<file path="config.mk">
export PLATFORM = sky130hd
export DESIGN_NAME = seven_segment_scan_driver_unit
export DESIGN_NICKNAME = d
export VERILOG_FILES = /design/src/sv/ssd_pkg.sv /design/src/sv/ssd_front.sv /design/src/sv/ssd_back.sv /design/src/sv/seven_segment_scan_driver_unit.sv
export SDC_FILE = /design/constraint.sdc
export NUM_CORES = 1
export LEC_CHECK = 0
export CORE_ASPECT_RATIO = 1.75
export CORE_UTILIZATION = 58
export DETAILED_ROUTE_END_ITERATION = 10
export DONT_BUFFER_PORTS = 1
export MAX_ROUTING_LAYER = met4
export PLACE_DENSITY = 0.74
export SKIP_LAST_GASP = 1
export SLEW_MARGIN = 20
export SYNTH_ARGS = -nofsm -noshare
export SYNTH_HDL_FRONTEND = slang
export SYNTH_SLANG_ARGS = --single-unit
</file>
<file path="constraint.sdc">
create_clock -name clk -period 11.7 [get_ports clk]
set_clock_uncertainty 0.1 [all_clocks]
set_input_delay 0.585 -clock clk [delete_from_list [all_inputs] [get_ports clk]]
set_output_delay 0.585 -clock clk [all_outputs]
set_load 0.1 [all_outputs]
</file>
<file path="src/sv/ssd_pkg.sv">
// ----------------------------------------------------------------------------
// ssd_pkg
// Shared types, constants and the segment decoder for the seven-segment
// scan driver.
// ----------------------------------------------------------------------------
`default_nettype none

package ssd_pkg;

	localparam int unsigned VALUE_W = 14;
	localparam int unsigned SEG_W   = 7;
	localparam int unsigned PANEL_W = 4;
	localparam int unsigned POS_W   = 2;
	localparam int unsigned CNT_W   = 3;
	localparam int unsigned PROD_W  = 28;
	localparam int unsigned DIGIT_W = 4;

	localparam logic [VALUE_W-1:0] VALUE_MAX  = 14'd9999;
	localparam logic [CNT_W-1:0]   CNT_RESET  = 3'd4;

	// Reciprocal multiplier and right shift for v / 10^k, exact for v <= 9999
	localparam logic [VALUE_W-1:0] RECIP [4] = '{14'd1, 14'd13108, 14'd10486, 14'd8389};
	localparam logic [4:0]         RSHIFT[4] = '{5'd0, 5'd17, 5'd20, 5'd23};

	// Divide by ten, exact for q <= 9999
	localparam logic [VALUE_W-1:0] RECIP10  = 14'd13108;
	localparam int unsigned        RSHIFT10 = 17;

	// Word handed from the front stage to the back stage
	typedef struct packed {
		logic [VALUE_W-1:0] quot;
		logic [POS_W-1:0]   pos;
	} stage_t;

	// Segment pattern, bit0 = A through bit6 = G
	function automatic logic [SEG_W-1:0] seg_of(input logic [DIGIT_W-1:0] digit);
		logic [SEG_W-1:0] seg;
		unique case (digit)
			4'd0:    seg = 7'h3F;
			4'd1:    seg = 7'h06;
			4'd2:    seg = 7'h5B;
			4'd3:    seg = 7'h4F;
			4'd4:    seg = 7'h66;
			4'd5:    seg = 7'h6D;
			4'd6:    seg = 7'h7D;
			4'd7:    seg = 7'h07;
			4'd8:    seg = 7'h7F;
			4'd9:    seg = 7'h6F;
			default: seg = 7'h00;
		endcase
		return seg;
	endfunction

endpackage

`default_nettype wire

</file>
<file path="src/sv/ssd_front.sv">
// ----------------------------------------------------------------------------
// ssd_front
// Saturates the value, counts its digits, runs the scan position and
// registers the value scaled down to the selected digit.
// ----------------------------------------------------------------------------
`default_nettype none

module ssd_front (
	input  wire logic                           clk,
	input  wire logic                           arst_n,
	input  wire logic                           in_valid,
	output logic                                in_stall,
	input  wire logic [ssd_pkg::VALUE_W-1:0]    value,
	output logic                                s1_valid,
	input  wire logic                           s1_take,
	output ssd_pkg::stage_t                     s1_data
);

	logic                          s1_valid_q;
	ssd_pkg::stage_t               data_s1;
	logic [ssd_pkg::POS_W-1:0]     pos_q;
	logic [ssd_pkg::CNT_W-1:0]     count_q;

	logic                          accept;
	logic [ssd_pkg::VALUE_W-1:0]   sat;
	logic [ssd_pkg::CNT_W-1:0]     ndig;
	logic [ssd_pkg::CNT_W-1:0]     cnt_eff;
	logic [ssd_pkg::POS_W-1:0]     pos_eff;
	logic [ssd_pkg::CNT_W-1:0]     pos_inc;
	logic [ssd_pkg::POS_W-1:0]     pos_next;
	logic [ssd_pkg::POS_W-1:0]     shift;
	logic [ssd_pkg::PROD_W-1:0]    prod;
	logic [ssd_pkg::PROD_W-1:0]    quot_full;

	// Hold the input while the stage register cannot move
	assign in_stall = s1_valid_q && !s1_take;
	assign accept   = in_valid && !in_stall;
	assign s1_valid = s1_valid_q;
	assign s1_data  = data_s1;

	// Saturate and count digits
	always_comb begin
		sat = (value > ssd_pkg::VALUE_MAX) ? ssd_pkg::VALUE_MAX : value;
		if (sat >= 14'd1000)
			ndig = 3'd4;
		else if (sat >= 14'd100)
			ndig = 3'd3;
		else if (sat >= 14'd10)
			ndig = 3'd2;
		else
			ndig = 3'd1;
	end

	// Restart the scan on a count change, then pick the digit and advance
	always_comb begin
		cnt_eff = (ndig != count_q) ? ndig : count_q;
		pos_eff = pos_q;
		if (ndig != count_q || {1'b0, pos_q} >= cnt_eff)
			pos_eff = '0;
		shift    = cnt_eff[ssd_pkg::POS_W-1:0] - 2'd1 - pos_eff;
		pos_inc  = {1'b0, pos_eff} + 3'd1;
		pos_next = (pos_inc >= cnt_eff) ? '0 : pos_inc[ssd_pkg::POS_W-1:0];
	end

	// Scale the value down so the wanted digit is the units digit
	always_comb begin
		prod      = ssd_pkg::PROD_W'(sat) * ssd_pkg::PROD_W'(ssd_pkg::RECIP[shift]);
		quot_full = prod >> ssd_pkg::RSHIFT[shift];
	end

	// Advance scan state on every accepted word
	always_ff @(posedge clk or negedge arst_n) begin
		if (!arst_n) begin
			pos_q      <= '0;
			count_q    <= ssd_pkg::CNT_RESET;
			s1_valid_q <= 1'b0;
		end else begin
			if (accept) begin
				pos_q   <= pos_next;
				count_q <= cnt_eff;
			end
			if (accept)
				s1_valid_q <= 1'b1;
			else if (s1_take)
				s1_valid_q <= 1'b0;
		end
	end

	// Stage register payload
	always_ff @(posedge clk) begin
		if (accept) begin
			data_s1.quot <= quot_full[ssd_pkg::VALUE_W-1:0];
			data_s1.pos  <= pos_eff;
		end
	end

	ap_count_range: assert property (@(posedge clk) disable iff (!arst_n)
		count_q >= 3'd1 && count_q <= 3'd4)
		else $error("digit count out of range");

	ap_pos_below_count: assert property (@(posedge clk) disable iff (!arst_n)
		{1'b0, pos_q} < count_q)
		else $error("scan position not below digit count");

	ap_big_four: assert property (@(posedge clk) disable iff (!arst_n)
		accept && value >= 14'd1000 |=> count_q == 3'd4)
		else $error("four-digit value did not set count to four");

endmodule

`default_nettype wire

</file>
<file path="src/sv/ssd_back.sv">
// ----------------------------------------------------------------------------
// ssd_back
// Takes the units digit of the scaled value, decodes its segments and
// holds the result word for the output side.
// ----------------------------------------------------------------------------
`default_nettype none

module ssd_back (
	input  wire logic                          clk,
	input  wire logic                          arst_n,
	input  wire logic                          s1_valid,
	output logic                               s1_take,
	input  wire ssd_pkg::stage_t               s1_data,
	output logic                               out_valid,
	input  wire logic                          out_stall,
	output logic [ssd_pkg::SEG_W-1:0]          segments,
	output logic [ssd_pkg::PANEL_W-1:0]        panel_select
);

	logic                            out_valid_q;
	logic [ssd_pkg::SEG_W-1:0]       seg_q;
	logic [ssd_pkg::PANEL_W-1:0]     panel_q;

	logic [ssd_pkg::PROD_W-1:0]      prod;
	logic [ssd_pkg::VALUE_W-1:0]     tens;
	logic [ssd_pkg::VALUE_W-1:0]     rem;
	logic [ssd_pkg::DIGIT_W-1:0]     digit;

	// Load a new word when the output register is empty or being drained
	assign s1_take      = s1_valid && (!out_valid_q || !out_stall);
	assign out_valid    = out_valid_q;
	assign segments     = seg_q;
	assign panel_select = panel_q;

	// Units digit: q - 10 * (q / 10)
	always_comb begin
		prod  = ssd_pkg::PROD_W'(s1_data.quot) * ssd_pkg::PROD_W'(ssd_pkg::RECIP10);
		tens  = ssd_pkg::VALUE_W'(prod >> ssd_pkg::RSHIFT10);
		rem   = s1_data.quot - ssd_pkg::VALUE_W'({tens, 3'b000} + {tens, 1'b0});
		digit = rem[ssd_pkg::DIGIT_W-1:0];
	end

	// Output valid flag
	always_ff @(posedge clk or negedge arst_n) begin
		if (!arst_n)
			out_valid_q <= 1'b0;
		else if (s1_take)
			out_valid_q <= 1'b1;
		else if (!out_stall)
			out_valid_q <= 1'b0;
	end

	// Output payload
	always_ff @(posedge clk) begin
		if (s1_take) begin
			seg_q   <= ssd_pkg::seg_of(digit);
			panel_q <= ssd_pkg::PANEL_W'(4'd1 << s1_data.pos);
		end
	end

	ap_panel_onehot: assert property (@(posedge clk) disable iff (!arst_n)
		out_valid_q |-> $onehot(panel_q))
		else $error("panel select not one-hot");

	ap_take_loads: assert property (@(posedge clk) disable iff (!arst_n)
		s1_take |=> out_valid_q)
		else $error("taken word did not reach output");

	ap_digit_range: assert property (@(posedge clk) disable iff (!arst_n)
		s1_valid |-> rem < 14'd10)
		else $error("digit out of decimal range");

endmodule

`default_nettype wire

</file>
<file path="src/sv/seven_segment_scan_driver_unit.sv">
// ----------------------------------------------------------------------------
// seven_segment_scan_driver_unit
// Multiplexed four-digit seven-segment scan driver: one refresh word in,
// one segment pattern and panel select out.
// ----------------------------------------------------------------------------
// An accepted word is registered in the front stage, then in the output stage.
// Throughput: one word per cycle while out_stall is low; the scan state updates
// as each word is accepted, and the digit is split out across the two register stages.
// Reset (arst_n low): digit count 4, scan position 0, both stages empty.
// ----------------------------------------------------------------------------
`default_nettype none

module seven_segment_scan_driver_unit (
	input  wire logic                          clk,
	input  wire logic                          arst_n,
	input  wire logic                          in_valid,
	output logic                               in_stall,
	input  wire logic [ssd_pkg::VALUE_W-1:0]   value,
	output logic                               out_valid,
	input  wire logic                          out_stall,
	output logic [ssd_pkg::SEG_W-1:0]          segments,
	output logic [ssd_pkg::PANEL_W-1:0]        panel_select
);

	logic             s1_valid;
	logic             s1_take;
	ssd_pkg::stage_t  s1_data;

	// Front: saturate, count digits, scan and scale
	ssd_front u_front (
		.clk      (clk),
		.arst_n   (arst_n),
		.in_valid (in_valid),
		.in_stall (in_stall),
		.value    (value),
		.s1_valid (s1_valid),
		.s1_take  (s1_take),
		.s1_data  (s1_data)
	);

	// Back: units digit, segment decode, output register
	ssd_back u_back (
		.clk          (clk),
		.arst_n       (arst_n),
		.s1_valid     (s1_valid),
		.s1_take      (s1_take),
		.s1_data      (s1_data),
		.out_valid    (out_valid),
		.out_stall    (out_stall),
		.segments     (segments),
		.panel_select (panel_select)
	);

endmodule

`default_nettype wire

</file>
==> metrics.yaml <==
run:
  drv_cap: 0
route:
  drtIter0Drc: 420
  finalWirelength_um: 24720
  dr.pass1.iters: 5
  vias: 7363
  routed_via_density: 5.681
  drc: 0
  final_antenna_net_count: 0
  wire_per_inst_um: 19.08
final_layout:
  area_delta_synth_final_pct: 4.612
  nets: 1424
  layout_common_cells: "243 x inv_1, 188 x ha_1, 150 x fa_1"
  antenna_cells: 0
  drive_gt1_share_pct: 3.461
  layout_commonest_cell: "inv_1"
  instances_no_fill: 1296
outcome:
  status: "completed"
floorplan:
  die_area_mm2: 0.01767
  io_pins: 31
  fp.dieH_um: 175.1
  core.rowCount: 63
  die_w_um: 100.9
  design.core.area_mm2: 0.01687
  start_util_pct: 58.86
yosys:
  synth_fp_nets: 1427
  synth-seq-cells: 34
  synth-edff-count: 27
  ys_warn_count: 0
  synth-seq-area-share_pct: 9.942
  async_reset_ff_share_pct: 20.59
  synthFlopType: "edfxtp_1"
  syn_area_mm2: 0.009930
  ys_types: 65
  avgSynthCellArea_um2: 9.271
  synth_cells: 1071
setup_path:
  crit_arrival_ns: 10.88
  timing.reg2reg.setup_slack_ns: 2.04
  crit_fanout: 17
  cp-start-kind: "input port"
  worst_r2r_path_depth: 37
  timing.rr.end: "u_front.s1_data[4]"
  required_ns: 11.62
  timing.rr.start: "u_front.pos_q[0]"
  worst_setup_path_end_kind: "flop"
  slowest_delay_ns: 0.71
  slowest_stage: "or2_1"
  worstSetupPathType: "in -> reg"
min_path:
  min_path_type: "in -> async"
clock_network:
  cts_sinks: 34
  root_buffer: "clkbuf_16"
  cts_max_level: 2
  clk_path_buf_depth: 2
  clk-insertion-delay-late_ns: 0.29
  cts-resized-gates: 0
  cts_tree: "built"
  postCtsSetupBuffers: 0
  cts_buffers: 5
  clk_pin_slew_ns: 0.05
  holdBufCountCts: 1
timing:
  rsz0062_at_grt: "no"
  hold_viol: 0
  max_freq_mhz: 91.26
  tightest_slew_ns: 0.9351
  post-route-period-util_pct: 93.66
  finalSetupViolCount: 0
  period_minus_slack_ns: 10.96
  slew_viol_final: 0
  fin_tns_setup_ns: 0
  max-slew-margin-rel_pct: 37.66
global_route:
  grt_pass1_vias: 7811
  antenna_found_initial: 0
  grt_max_degree: 34
  gr-total-overflow: 0
  grt_usage_pct: 30.53
  grt_pass1_wl_um: 39030
place:
  port_buffers: 0
  dpl.hpwl_um: 21760
  gp_congestion: 1.060
  place_inst: 1287
[sequential cells by signal, summed over array words and instances, names as in the netlist]
| register | count |
|---|---|
| u_back.out_valid | 1 |
| u_back.panel_select | 4 |
| u_back.segments | 7 |
| u_front.count_q | 3 |
| u_front.pos_q | 2 |
| u_front.s1_data | 16 |
| u_front.s1_valid | 1 |
[how the worst max path moves through the flow]
stage	end	start
floorplan	u_front.s1_data[4]	value[4]
global placement	u_front.s1_data[4]	value[4]
detailed placement	u_front.s1_data[4]	value[4]
CTS	u_front.s1_data[4]	value[4]
global route	u_front.s1_data[7]	value[4]
finish	u_front.s1_data[4]	value[4]
[cells in the mapped netlist, types with 3 or more instances]
cell | count | area [um2]
and2_1 | 7 | 43.79
edfxtp_1 | 27 | 810.8
nor2_1 | 104 | 390.4
mux2i_1 | 10 | 100.1
a22oi_1 | 4 | 30.03
inv_1 | 243 | 912.1
a21oi_1 | 29 | 145.1
xnor2_1 | 33 | 289.0
o21bai_1 | 7 | 52.55
a31oi_1 | 7 | 43.79
nand2b_1 | 6 | 37.54
o211ai_1 | 3 | 22.52
a21o_1 | 10 | 75.07
clkbuf_1 | 14 | 52.55
mux4_2 | 3 | 67.56
nand4_1 | 4 | 25.02
nor3_1 | 5 | 25.02
xor2_1 | 10 | 87.58
a31o_2 | 3 | 26.28
or3_1 | 7 | 43.79
nand2_1 | 63 | 236.5
buf_2 | 3 | 15.01
nand3_1 | 13 | 65.06
ha_1 | 188 | 2352
and3_1 | 3 | 18.77
nor4_1 | 4 | 25.02
o311a_1 | 3 | 30.03
fa_1 | 150 | 3003
nor2_2 | 8 | 50.05
o21ai_0 | 28 | 140.1
nor2b_1 | 8 | 50.05
dfrtp_1 | 6 | 150.1
o21a_1 | 12 | 90.09
[kinds of logic (layout without fill, tap and decap cells)]
kind of cell,count (synthesis),in the layout,share of synthesized area (%)
adders and majority gates,338,338,53.93
muxes,13,13,1.689
xor gates and xnor gates,44,44,3.957
AOI/OAI and AO/OA,136,136,9.388
and+or+nand+nor,242,242,10.92
buffers and inverters,264,262,10.17
DFF,34,34,9.942
[per-layer routing]
| metal | up-vias | global-route usage [%] | part of all wire, % |
|---|---|---|---|
| met2 | 214 | 56.54 | 55 |
| met1 | 3595 | 29.23 | 34 |
| met4 | 0 | 21.74 | 8.6 |
| met5 | - | - | 0 |
| li1 | 3450 | - | - |
| met3 | 104 | 1.920 | 2.5 |
[final cells by class]
| cell class | count | area [um2] |
|---|---|---|
| Clock buffer | 5 | 125.1 |
| Clock inverter | 3 | 68.82 |
| Fill cell | 1509 | 6481 |
| Inverter | 245 | 919.6 |
| Multi-Input combinational cell | 773 | 7933 |
| Sequential cell | 34 | 987.2 |
| Tap cell | 227 | 284.0 |
| Timing Repair Buffer | 9 | 70.07 |
[worst max-delay path: cells and delay by family]
kind | cells | cell delay, ns
multiplexers | 1 | 0.47
adder cells (fa/ha/maj) | 9 | 3.72
AND/OR/NAND/NOR | 11 | 3.36
AO/OA/AOI/OAI | 10 | 1.88
XOR/XNOR | 1 | 0.12
buffers and inverters | 8 | 0.73
[stage by stage]
step                area [um2]  utilization [%]  hold slack, ns  worst slack (ns)
finish                   10390            61.58         0.04069            0.7417
global route             10390            61.58         0.03290            0.1820
CTS                      10390            61.58         0.03760            0.8901
detailed placement       10180            60.37          0.1895            0.6196
global placement         10180            60.37          0.1895            0.8213
floorplan                 9930                -          0.1894             1.562
Power is left out: the tool's default activity adds up to more than one toggle a clock period on the data nets, which glitch-free logic cannot reach.
